`src/rtl/wdc_pkg.sv`:
```
// Shared types, constants and glyph table for the watch display controller.
package wdc_pkg;
  localparam logic [1:0] ACT_POLL   = 2'd0;
  localparam logic [1:0] ACT_SECOND = 2'd1;
  localparam logic [1:0] ACT_SCAN   = 2'd2;

  localparam logic [1:0] MODE_STANDBY = 2'd0;
  localparam logic [1:0] MODE_TIME    = 2'd1;
  localparam logic [1:0] MODE_BDEB    = 2'd2;
  localparam logic [1:0] MODE_BATT    = 2'd3;

  localparam logic [1:0] CFG_BLINK = 2'd0;
  localparam logic [1:0] CFG_TVIEW = 2'd1;
  localparam logic [1:0] CFG_BVIEW = 2'd2;

  localparam logic [7:0]  DOT_SEG     = 8'h40;
  localparam logic [16:0] DAY_SECONDS = 17'd86400;

  localparam logic [1:0] FILL_NONE = 2'd0;
  localparam logic [1:0] FILL_TIME = 2'd1;
  localparam logic [1:0] FILL_VOLT = 2'd2;

  typedef struct packed {
    logic       start;
    logic [1:0] fill;
  } wdc_cmd_t;

  typedef struct packed {
    logic done;
  } wdc_sts_t;

  function automatic logic [7:0] glyph(input logic [3:0] d);
    logic [7:0] g;
    unique case (d)
      4'd0: g = 8'h9f;
      4'd1: g = 8'h84;
      4'd2: g = 8'h2f;
      4'd3: g = 8'had;
      4'd4: g = 8'hb4;
      4'd5: g = 8'hb9;
      4'd6: g = 8'hbb;
      4'd7: g = 8'h8c;
      4'd8: g = 8'hbf;
      4'd9: g = 8'hbd;
      default: g = 8'h00;
    endcase
    return g;
  endfunction
endpackage

```
`src/rtl/wdc_digits.sv`:
```
// Serial decimal conversion: four digits by repeated subtraction of weights.
module wdc_digits
  import wdc_pkg::*;
(
  input  logic        clk,
  input  logic        rst_n,
  input  wdc_cmd_t    cmd,
  input  logic [13:0] value_a,
  input  logic [13:0] value_b,
  output wdc_sts_t    sts,
  output logic [3:0]  dig_o [4]
);
  logic [13:0] rem_r, rem_nxt;
  logic [1:0]  pos_r, pos_nxt;
  logic        busy_r, busy_nxt;
  logic        done_r, done_nxt;
  logic [3:0]  cnt_r, cnt_nxt;
  logic [3:0]  dig_r [4];
  logic [13:0] weight;
  logic [1:0]  fill_r;

  always_comb begin
    unique case (pos_r)
      2'd0: weight = 14'd1000;
      2'd1: weight = 14'd100;
      2'd2: weight = 14'd10;
      default: weight = 14'd1;
    endcase
  end

  always_comb begin
    rem_nxt = rem_r; pos_nxt = pos_r; busy_nxt = busy_r; cnt_nxt = cnt_r;
    done_nxt = 1'b0;
    if (cmd.start) begin
      rem_nxt = (cmd.fill == FILL_TIME) ? value_a : value_b;
      pos_nxt = 2'd0; busy_nxt = 1'b1; cnt_nxt = 4'd0;
    end else if (busy_r) begin
      if (rem_r >= weight && cnt_r != 4'd9) begin
        rem_nxt = rem_r - weight;
        cnt_nxt = cnt_r + 4'd1;
      end else begin
        cnt_nxt = 4'd0;
        pos_nxt = pos_r + 2'd1;
        if (pos_r == 2'd3) begin
          busy_nxt = 1'b0;
          done_nxt = 1'b1;
        end
      end
    end
  end

  always_ff @(posedge clk) begin
    if (!rst_n) begin
      busy_r <= 1'b0; done_r <= 1'b0; pos_r <= 2'd0; cnt_r <= 4'd0;
      fill_r <= FILL_NONE;
    end else begin
      busy_r <= busy_nxt; done_r <= done_nxt; pos_r <= pos_nxt; cnt_r <= cnt_nxt;
      if (cmd.start) fill_r <= cmd.fill;
    end
    rem_r <= rem_nxt;
    if (busy_r && !(rem_r >= weight && cnt_r != 4'd9)) dig_r[pos_r] <= cnt_r;
  end

  assign sts.done = done_r && (fill_r != FILL_NONE);
  assign dig_o = dig_r;
endmodule

```
`src/rtl/wdc_ctrl.sv`:
```
// Controller: event sequencing, mode machine, counters and digit store.
module wdc_ctrl
  import wdc_pkg::*;
(
  input  logic        clk,
  input  logic        rst_n,
  input  logic        cfg_we,
  input  logic [1:0]  cfg_index,
  input  logic [9:0]  cfg_wdata,
  input  logic        in_valid,
  output logic        in_ready,
  input  logic [1:0]  action,
  input  logic        button_a,
  input  logic        button_b,
  input  logic        charging,
  input  logic [9:0]  battery_sample,
  output logic        out_valid,
  input  logic        out_ready,
  output logic [15:0] out_data,
  output wdc_cmd_t    cmd,
  input  wdc_sts_t    sts,
  input  logic [3:0]  dig_i [4],
  output logic [13:0] value_a,
  output logic [13:0] value_b
);
  localparam logic [1:0] ST_IDLE = 2'd0;
  localparam logic [1:0] ST_CONV = 2'd1;
  localparam logic [1:0] ST_OUT  = 2'd2;

  logic [1:0]  st_r;
  logic [9:0]  blink_ticks_r;
  logic [7:0]  tview_r, bview_r;
  logic [1:0]  mode_r;
  logic [16:0] sod_r;
  logic [2:0]  sod_m5_r;
  logic [15:0] blink_r;
  logic [7:0]  tmo_r;
  logic [2:0]  ptr_r;
  logic [7:0]  store_r [5];
  logic        refresh_r, usb_r, scan_r;
  logic [1:0]  fill_r;
  logic        dotchg_r;
  logic [2:0]  dotk_r;
  logic [7:0]  seg_r;
  logic [2:0]  idx_r;
  logic        on_r;
  logic [5:0]  minute_r, hour_r;
  logic [10:0] adc_mv_r;
  logic [15:0] out_data_r;
  logic [20:0] sample_mul;
  logic [31:0] mv_prod;

  // Seconds split into hour and minute kept incrementally.
  logic [5:0] sec_r;
  assign value_a = 14'(hour_r) * 14'd100 + 14'(minute_r);
  assign sample_mul = 21'(battery_sample) * 21'd1100;

  logic [10:0] mv1;
  assign mv1 = sample_mul[20:10];

  // Scale by 43/10: 2254447 = 43 * 52429, and 52429 / 2^19 rounds 1/10 up.
  assign mv_prod = 32'(adc_mv_r) * 32'd2254447;
  assign value_b = {1'b0, mv_prod[31:19]};

  logic [16:0] sod_nxt;
  assign sod_nxt = (sod_r + 17'd1 >= DAY_SECONDS) ? 17'd0 : sod_r + 17'd1;

  assign in_ready = (st_r == ST_IDLE);

  always_ff @(posedge clk) begin
    logic [1:0] m;
    logic [1:0] f;
    logic [2:0] p;
    wdc_cmd_t   c;
    if (!rst_n) begin
      st_r <= ST_IDLE; blink_ticks_r <= 10'd150; tview_r <= 8'd5; bview_r <= 8'd2;
      mode_r <= MODE_STANDBY; sod_r <= '0; blink_r <= '0; tmo_r <= '0; ptr_r <= '0;
      for (int i = 0; i < 5; i++) store_r[i] <= 8'h00;
      refresh_r <= 1'b0; usb_r <= 1'b1; scan_r <= 1'b1; out_valid <= 1'b0;
      cmd <= '0; sec_r <= '0; minute_r <= '0; hour_r <= '0; fill_r <= FILL_NONE;
      dotchg_r <= 1'b0; dotk_r <= '0; adc_mv_r <= '0; sod_m5_r <= '0;
      out_data_r <= '0;
    end else begin
      c = '0;
      if (out_valid && out_ready && st_r != ST_OUT) out_valid <= 1'b0;
      if (cfg_we) begin
        unique case (cfg_index)
          CFG_BLINK: blink_ticks_r <= cfg_wdata;
          CFG_TVIEW: tview_r <= cfg_wdata[7:0];
          CFG_BVIEW: bview_r <= cfg_wdata[7:0];
          default: ;
        endcase
      end
      unique case (st_r)
        ST_IDLE: if (in_valid && in_ready) begin
          seg_r <= 8'h00; idx_r <= 3'd0; on_r <= 1'b0;
          f = FILL_NONE;
          m = mode_r;
          if (action == ACT_POLL) begin
            unique case (mode_r)
              MODE_STANDBY: begin
                for (int i = 0; i < 5; i++) store_r[i] <= 8'h00;
                if (button_a) begin
                  blink_r <= 16'(blink_ticks_r); f = FILL_TIME; m = MODE_TIME;
                  tmo_r <= tview_r;
                end else if (button_b) begin
                  f = FILL_VOLT; m = MODE_BDEB; tmo_r <= bview_r;
                end
              end
              MODE_TIME: if (tmo_r == 8'd0) m = MODE_STANDBY;
              MODE_BDEB: if (!button_b) m = MODE_BATT;
              default: begin
                if (button_b) begin
                  usb_r <= ~usb_r; f = FILL_VOLT; m = MODE_BDEB; tmo_r <= bview_r;
                end
                if (tmo_r == 8'd0 && !button_b) m = MODE_STANDBY;
                if (button_b && bview_r == 8'd0) m = MODE_STANDBY;
              end
            endcase
            mode_r <= m;
            if (m != MODE_STANDBY || charging) begin
              refresh_r <= 1'b1; scan_r <= 1'b1;
            end else refresh_r <= 1'b0;
            dotchg_r <= (m == MODE_STANDBY) && charging;
            dotk_r <= sod_m5_r;
            adc_mv_r <= mv1;
          end else if (action == ACT_SECOND) begin
            sod_r <= sod_nxt;
            sod_m5_r <= (sod_nxt == 17'd0 || sod_m5_r == 3'd4) ? 3'd0 : sod_m5_r + 3'd1;
            if (sod_nxt == 17'd0) begin
              sec_r <= '0; minute_r <= '0; hour_r <= '0;
            end else if (sec_r == 6'd59) begin
              sec_r <= '0;
              if (minute_r == 6'd59) begin
                minute_r <= '0; hour_r <= hour_r + 6'd1;
              end else minute_r <= minute_r + 6'd1;
            end else sec_r <= sec_r + 6'd1;
            blink_r <= '0;
            if (tmo_r != 8'd0) tmo_r <= tmo_r - 8'd1;
            if (mode_r == MODE_TIME) f = FILL_TIME;
            dotchg_r <= 1'b0;
          end else if (action == ACT_SCAN && scan_r) begin
            p = (ptr_r >= 3'd5) ? 3'd0 : ptr_r;
            idx_r <= p; on_r <= 1'b1; seg_r <= store_r[p];
            if (mode_r == MODE_TIME) begin
              blink_r <= blink_r + 16'd1;
              store_r[4] <= (blink_r < 16'(blink_ticks_r)) ? 8'hff : 8'h00;
            end
            if (!refresh_r && p == 3'd4) begin
              seg_r <= 8'h00; scan_r <= 1'b0;
            end
            ptr_r <= (p == 3'd4) ? 3'd0 : p + 3'd1;
          end
          fill_r <= f;
          if (f != FILL_NONE) begin
            c.start = 1'b1; c.fill = f; st_r <= ST_CONV;
          end else st_r <= ST_OUT;
        end
        ST_CONV: if (sts.done) begin
          store_r[0] <= glyph(dig_i[0]) | ((fill_r == FILL_VOLT) ? DOT_SEG : 8'h00);
          store_r[1] <= glyph(dig_i[1]);
          store_r[2] <= glyph(dig_i[2]);
          store_r[3] <= glyph(dig_i[3]) |
                        ((fill_r == FILL_VOLT && usb_r) ? DOT_SEG : 8'h00);
          st_r <= ST_OUT;
        end
        default: if (!out_valid || out_ready) begin
          if (dotchg_r) begin
            for (int i = 0; i < 4; i++)
              if (3'(i) < dotk_r) store_r[i] <= DOT_SEG;
          end
          dotchg_r <= 1'b0;
          out_data_r <= {scan_r, usb_r, mode_r, on_r, idx_r, seg_r};
          out_valid <= 1'b1;
          st_r <= ST_IDLE;
        end
      endcase
      cmd <= c;
    end
  end

  assign out_data = out_data_r;

`ifndef NO_ASSERTIONS
  a_cmd_idle: assert property (@(posedge clk) disable iff (!rst_n)
    cmd.start |-> st_r == ST_CONV) else $error("start outside conversion");
  a_no_accept: assert property (@(posedge clk) disable iff (!rst_n)
    st_r != ST_IDLE |-> !in_ready) else $error("accept while busy");
  a_ptr: assert property (@(posedge clk) disable iff (!rst_n)
    ptr_r <= 3'd4) else $error("pointer out of range");
`endif
endmodule

```
`src/rtl/watch_display_controller_core.sv`:
```
// out_tvalid rises from ST_OUT once the output register is free; an event that refills the
// four display digits from a decimal value first waits in ST_CONV until wdc_digits is done.
// Only one event is in flight; the next is taken once ST_IDLE is re-entered as out_tvalid rises.
// wdc_digits subtracts one decimal weight per cycle; a result held in the output stalls the next.
// Reset: synchronous active-low rst_n loads the register defaults, standby mode,
// USB flag and scan enable set, digit store cleared.
module watch_display_controller_core
  import wdc_pkg::*;
(
  input  logic        clk,
  input  logic        rst_n,
  input  logic        cfg_we,
  input  logic [1:0]  cfg_index,
  input  logic [9:0]  cfg_wdata,
  input  logic        in_tvalid,
  output logic        in_tready,
  input  logic [1:0]  in_tuser,  // action
  input  logic [15:0] in_tdata,  // button_a, button_b, charging, battery_sample
  output logic        out_tvalid,
  input  logic        out_tready,
  output logic [15:0] out_tdata  // segments, digit_index, digit_on, mode, usb_mode, scan_running
);
  wdc_cmd_t    cmd;
  wdc_sts_t    sts;
  logic [3:0]  dig [4];
  logic [13:0] va, vb;

  wdc_digits u_dig (.clk, .rst_n, .cmd, .value_a(va), .value_b(vb), .sts, .dig_o(dig));

  wdc_ctrl u_ctrl (
    .clk, .rst_n, .cfg_we, .cfg_index, .cfg_wdata,
    .in_valid(in_tvalid), .in_ready(in_tready), .action(in_tuser),
    .button_a(in_tdata[0]), .button_b(in_tdata[1]), .charging(in_tdata[2]),
    .battery_sample(in_tdata[12:3]),
    .out_valid(out_tvalid), .out_ready(out_tready), .out_data(out_tdata),
    .cmd, .sts, .dig_i(dig), .value_a(va), .value_b(vb)
  );
endmodule

```
`config.mk`:
```
export PLATFORM = sky130hd
export DESIGN_NAME = watch_display_controller_core
export DESIGN_NICKNAME = d
export VERILOG_FILES = /design/src/rtl/wdc_pkg.sv /design/src/rtl/wdc_digits.sv /design/src/rtl/wdc_ctrl.sv /design/src/rtl/watch_display_controller_core.sv
export SDC_FILE = /design/constraint.sdc
export NUM_CORES = 1
export LEC_CHECK = 0
export BUFFER_PORTS_ARGS = -buffer_cell sky130_fd_sc_hd__buf_2
export CAP_MARGIN = 40
export CORE_UTILIZATION = 35
export DETAILED_ROUTE_END_ITERATION = 8
export PLACE_DENSITY_LB_ADDON = 0.3
export SLEW_MARGIN = 25
export SYNTH_ARGS = -nofsm -noshare
export SYNTH_HDL_FRONTEND = slang
export SYNTH_HIERARCHICAL = 1
export SYNTH_SLANG_ARGS = --single-unit
```
`constraint.sdc`:
```
create_clock -name clk -period 13.35 [get_ports clk]
set_input_delay 1.335 -clock clk [delete_from_list [all_inputs] [get_ports clk]]
set_output_delay 1.335 -clock clk [all_outputs]
set_load 0.02 [all_outputs]
```
# ---- Yosys cells after proc, flatten, opt, wreduce, memory -nomap -nowiden
# Memories as Yosys holds them, arrays and structs flattened. A register that Yosys moved wholly into a read port is not among the register bits.
# Index checks and enable logic that the tools add are counted.
# Widths: inputs -> output; s select.
dict set report op_classes {
  n_lt_le_gt_ge 10
  bitwise_logic 27
  addsub 12
  n_reduce_logical 73
  n_mul 3
  muxes 155
  eq_ne 26
}
# cell n
set op_table {}
lappend op_table {{$mux 8} 32}
lappend op_table {{$mux 16} 6}
lappend op_table {{$mux 1} 63}
lappend op_table {{$mux 14} 4}
lappend op_table {{$mux 6} 8}
lappend op_table {{$mux 2} 21}
lappend op_table {{$mul 11x22->32 const B} 1}
lappend op_table {{$pmux 10 s3} 1}
lappend op_table {{$mux 4} 6}
lappend op_table {{$reduce_bool 2->1} 12}
lappend op_table {{$reduce_and 5->1} 4}
lappend op_table {{$mul 10x9->19 const B} 1}
lappend op_table {{$add 6x1->6 const B} 3}
lappend op_table {{$reduce_and 6->1} 3}
lappend op_table {{$add 17x1->17 const B} 1}
lappend op_table {{$ge 17x17->1 const B} 1}
lappend op_table {{$logic_not 17->1} 1}
lappend op_table {{$mux 17} 1}
lappend op_table {{$add 16x1->16 const B} 1}
lappend op_table {{$bwmux 16} 1}
lappend op_table {{$logic_not 8->1} 2}
lappend op_table {{$lt 16x10->1} 1}
lappend op_table {{$or 8x8->8} 2}
lappend op_table {{$pmux 8 s2} 1}
lappend op_table {{41 further kinds} 129}
dict set report totals {
  romBits 448
  wordCells 347
  out_inout_bits 18
  n_memories 5
  register_bits 179
  input_bits 35
  mem_bits_rw 40
}
# memory words width read_ports rd_ports_with_merged_regs write_ports line
set mem_list {}
lappend mem_list {{(name not given)} 16 7 1 1 0 wdc_pkg.sv:34} ;# unique case (d)
lappend mem_list {{(name not given)} 16 7 1 1 0 wdc_pkg.sv:34}
lappend mem_list {{(name not given)} 16 7 1 1 0 wdc_pkg.sv:34}
lappend mem_list {{(name not given)} 16 7 1 1 0 wdc_pkg.sv:34}
lappend mem_list {u_ctrl.store_r 5 8 1 1 5 wdc_ctrl.sv:39} ;# logic [7:0] store_r [5];

# ---- Longest topological paths before layout
dict set report logic_depth {
  ltp_word 14
  depth_mapped 24
  mapped_depth_nobuf 24
}

# ---- Cells and area by module
# Netlist, hierarchy kept.
# mod seq_area_each_um2 cells_each n_inst area_per_inst_um2
set modules_own_cells {}
lappend modules_own_cells {wdc_ctrl 4053.9 1709 1 14845.5}
lappend modules_own_cells {wdc_digits 1101.1 231 1 2451.1}

# ---- Worst setup path after synthesis
# OpenSTA, ideal clock, no wires.
dict set report synth_path {
  path_type {reg-to-reg}
  start {register u_ctrl.adc_mv_r[9]}
  end {register u_dig.rem_r[11] (data pin)}
  path_stages_with_launch 25
  required_ps 13091
  setup_ps 259
  path_buffers 0
  arrival_ps 5202
  synth_period_minus_slack_ps 5461
  setup_slack_ps 7889
  cell_sequence {dfxtp_1 inv_1 ha_1 inv_1 fa_1 inv_1 fa_1 inv_1 fa_1 inv_1 fa_1 inv_1 ha_1 a21oi_1 o21ai_0 or3_1 a21oi_1 o21ai_0 a21oi_1 o21ai_0 nand2_1 xnor2_1 mux2i_1 o211ai_1 a211o_1}
}
dict set report synth_between {
  elab_chain_len 3
}
# item line
set synth_rtl {}
lappend synth_rtl {{start: declaration} wdc_ctrl.sv:48} ;# logic [10:0] adc_mv_r;
lappend synth_rtl {{start signal: assignment} wdc_ctrl.sv:126} ;# adc_mv_r <= mv1;
lappend synth_rtl {{$mul 11x22->32} wdc_ctrl.sv:62} ;# assign mv_prod = 32'(adc_mv_r) * 32'd2254447;
lappend synth_rtl {{named net vb[11]} watch_display_controller_core.sv:26} ;# logic [13:0] va, vb;
lappend synth_rtl {{$mux 14} wdc_digits.sv:35} ;# rem_nxt = (cmd.fill == FILL_TIME) ? value_a : value_b;
lappend synth_rtl {{$mux 14} wdc_digits.sv:34} ;# if (cmd.start) begin
lappend synth_rtl {{named net u_dig.rem_nxt[11]} wdc_digits.sv:13} ;# logic [13:0] rem_r, rem_nxt;
lappend synth_rtl {{end signal: assignment} wdc_digits.sv:60} ;# rem_r <= rem_nxt;
lappend synth_rtl {{end: declaration} wdc_digits.sv:13}
# The timed path passes the listed nets, and every way through them passes these cells.
# A chain may end at the register's enable or synchronous reset.

# ---- Final worst setup path
dict set report layout_path {
  start {register u_ctrl.adc_mv_r[8]}
  end {register u_dig.rem_r[11] (data pin)}
}
# The elaborated chain is that of the path after synthesis.

==> metrics.txt <==
CTS H-tree lvls=1; share of cells above drive strength 1=0.07274; wire per inst=about 14 µm; PD cells=93.15 nW/µm²; VDD IR-drop max=72.18 µV; CP dominant cell by count=fa_1; Bufs on Longest Clock Path=3; CTS tree=built; hold path depth=2; ys async rst share=0; post-synth top area share=0.1678; Multi-input gate area=10930 µm²; crit path max fanout=8; first-pass GRT wire length=64.44 mm; Die Area=50310 µm²; status=completed; Yosys reg bits=220; CP Capture Type=flip-flop; endpoints failing setup=0; leakage=0.008411 µW; register area share after synthesis=0.2980; Port Buffers=49; CTS root buffer=clkbuf_16; startpoint types=flip-flop; Reg clk slew, reported paths=0.07 ns; Layout area overhead=9.151%; clock share of power=0.361; Synth area leaders=dfxtp_1 17%, ha_1 17%, edfxtp_1 13%; vias in the first global route=between 10000 and 15000; Net Switching=523.5 µW; final setup TNS=0 ns; Worst R2R Start=u_ctrl/adc_mv_r[8]$_SDFFE_PN0P_; Mapped Area=between 15000 and 20000 µm²; final worst-path cycle share=0.4644; R2R Setup Slk=7.15 ns; clock sink count=220; fillcell total=4870; Slew HR=0.4333; DRC Markers=0; Worst Path Class, Setup=reg2reg; Vias=about 13000; slowest CP cell=fa_1; reg2reg end=u_dig/rem_r[11]$_DFFE_PP_; Power, Total=between 1500 and 2000 µW; Clock Skew=about 0.011 ns; WL final=~38 mm; Initial Util=0.3541; initial antenna violation count=0; WP data arrival=6.47 ns; Max Clk Rate=0.1613 GHz; Die Y=224.3 µm; DRC violation total after the first TritonRoute iteration=550; EDFF count, synth=75; Synthesized Nets=2283; main flop type after synthesis=dfxtp_1; post-placement cell area=around 18000 µm²; post-place setup slack=7.141 ns; die width=between 200 and 250 µm; vias per cell=5.043; core area=48850 µm²; gr usage total=0.1534; GRT overflow=0; Hold WC Path Type=reg2reg; switch share=0.2977; synth cell count leaders=233 x inv_1, 231 x ha_1, 192 x nand2_1, 156 x a21oi_1, 145 x dfxtp_1; Unique masters post-synth=84; crit-path cells=fa_1, inv_1, fa_1, inv_1, fa_1, fa_1, fa_1, ha_1, o21ai_0, a21oi_1, a21oi_1, o21ai_0, a21oi_1, o21ai_0, nand2_1, xnor2_1, mux2i_1, o211ai_1, a211o_1; largest net degree at the start of global routing=59; CTS Hold Bufs=0; most common cell in the netlist=inv_1; post-DP HPWL=approximately 29 mm; # resized after CTS=0; I/O pin count=53; row count=81; max incr delay on CP=0.63 ns; Num CTS Buffers=23; diode count=0; Final #Nets=2293; FF-to-FF path depth=19; Final Max Tran Viols=0; max-capacitance violation count=0; Post-Layout Inst Area=18880 µm²; post-CTS setup buffer count=0; Syn Inst Count=1940; Pre-antenna DRT Iters=5; hold endpoint=u_ctrl/out_data[12]$_SDFFE_PN0P_; Flop pwr share=0.420; final hold vios=0; Power Internal=around 1200 µW; Worst-Margin Slew=0.8436 ns; gpl congestion=0.8442; Yosys Warn Count=6; combinational share of power=0.219; leading area contributor after synthesis=dfxtp_1; register area=between 5000 and 6000 µm²; hold_sp=u_ctrl/out_data[12]$_SDFFE_PN0P_; post-layout min period=6.199 ns; clock latency on the worst-skew pair=0.52 ns; Worst Path Required=between 10 and 15 ns; RSZ-0062 raised after global routing=false; Syn Area/Cell=8.916 µm²; number of routed nets with antenna violations=0; Final WS setup=7.151 ns
registers in the layout, summed over array words and instances (netlist names), 3 cells and up:
register              count
u_ctrl/adc_mv_r          11
u_ctrl/blink_r           16
u_ctrl/blink_ticks_r     10
u_ctrl/bview_r            8
u_ctrl/cmd                3
u_ctrl/dotk_r             3
u_ctrl/hour_r             6
u_ctrl/idx_r              3
u_ctrl/minute_r           6
u_ctrl/out_data          16
u_ctrl/ptr_r              3
u_ctrl/sec_r              6
u_ctrl/seg_r              8
u_ctrl/sod_m5_r           3
u_ctrl/sod_r             17
u_ctrl/store_r           33
u_ctrl/tmo_r              8
u_ctrl/tview_r            8
u_dig/cnt_r               4
u_dig/dig_o              16
u_dig/rem_r              14
critical path, delay by kind of cell, from the launching register on:
kind,cells,cell delay (ns)
adders and majority gates,6,3.01
and+or+nand+nor,1,0.12
xor gates and xnor gates,1,0.14
buffers and inverters,2,0.14
DFF,1,0.43
AOI/OAI and AO/OA,8,1.89
muxes,1,0.21
power groups by stage:
stage	clock network, µW	logic (µW)	registers (µW)
floorplan	0	290	746
global placement	0	377	752
detailed placement	0	387	753
CTS	657	392	738
global route	680	452	741
finish	635	386	738
routing by layer:
| metal | share of wire | wire [µm] | track usage | vias up |
|---|---|---|---|---|
| li1 | - | - | - | 6712 |
| met1 | 0.47 | 17790 | 0.1965 | 6337 |
| met2 | 0.49 | 18350 | 0.2778 | 175 |
| met3 | 0.026 | 999 | 0.01097 | 38 |
| met4 | 0.018 | 680 | 0.03972 | 0 |
| met5 | 0 | 0 | 0 | - |
cell usage in the layout, fill, tap and decap left out, drive strengths merged, types with 35 or more instances in the layout:
cell / n
o21ai: 101
buf: 60
nor2b: 47
nor2: 133
nand3: 43
nand2: 193
edfxtp: 75
xnor2: 35
inv: 233
a21oi: 158
mux2i: 35
ha: 231
dfxtp: 145
fa: 77
cell families after synthesis:
kind of cell / count (synthesis) / share of synthesized area
AND/OR/NAND/NOR: 590 / 0.1695
AO/OA/AOI/OAI: 405 / 0.1426
buffers and inverters: 311 / 0.07038
adder cells (fa/ha/maj): 308 / 0.2562
flip-flops: 220 / 0.2980
XOR/XNOR: 58 / 0.02980
multiplexers: 47 / 0.03328
other: 1 / 0.0002168
metrics by stage:
stage | cells | hold WS [ns] | utilization
6_report | 2630 | 0.4497 | 0.3865
3_3_place_gp | 2588 | 0.4405 | 0.3710
5_1_grt | 2630 | 0.4726 | 0.3865
2_1_floorplan | 1940 | 0.4435 | -
4_1_cts | 2630 | 0.4524 | 0.3865
3_5_place_dp | 2589 | 0.4432 | 0.3713
worst max path at each step:
stage	startpoint	depth (start not counted)	to
floorplan	u_ctrl/adc_mv_r[9]$_SDFFE_PN0P_	24	u_dig/rem_r[11]$_DFFE_PP_
global placement	u_ctrl/adc_mv_r[9]$_SDFFE_PN0P_	24	u_dig/rem_r[11]$_DFFE_PP_
detailed placement	u_ctrl/adc_mv_r[8]$_SDFFE_PN0P_	19	u_dig/rem_r[11]$_DFFE_PP_
CTS	u_ctrl/adc_mv_r[9]$_SDFFE_PN0P_	24	u_dig/rem_r[11]$_DFFE_PP_
global route	u_ctrl/adc_mv_r[9]$_SDFFE_PN0P_	24	u_dig/rem_r[11]$_DFFE_PP_
finish	u_ctrl/adc_mv_r[8]$_SDFFE_PN0P_	19	u_dig/rem_r[11]$_DFFE_PP_
area by class of cell:
class	count	area share
Multi-Input combinational cell	1409	0.5790
Sequential cell	220	0.2730
Inverter	236	0.04692
Tap cell	664	0.04401
Clock buffer	26	0.03214
Timing Repair Buffer	60	0.01776
Clock inverter	15	0.007158
Note: power is estimated with default switching activity, not from simulation.
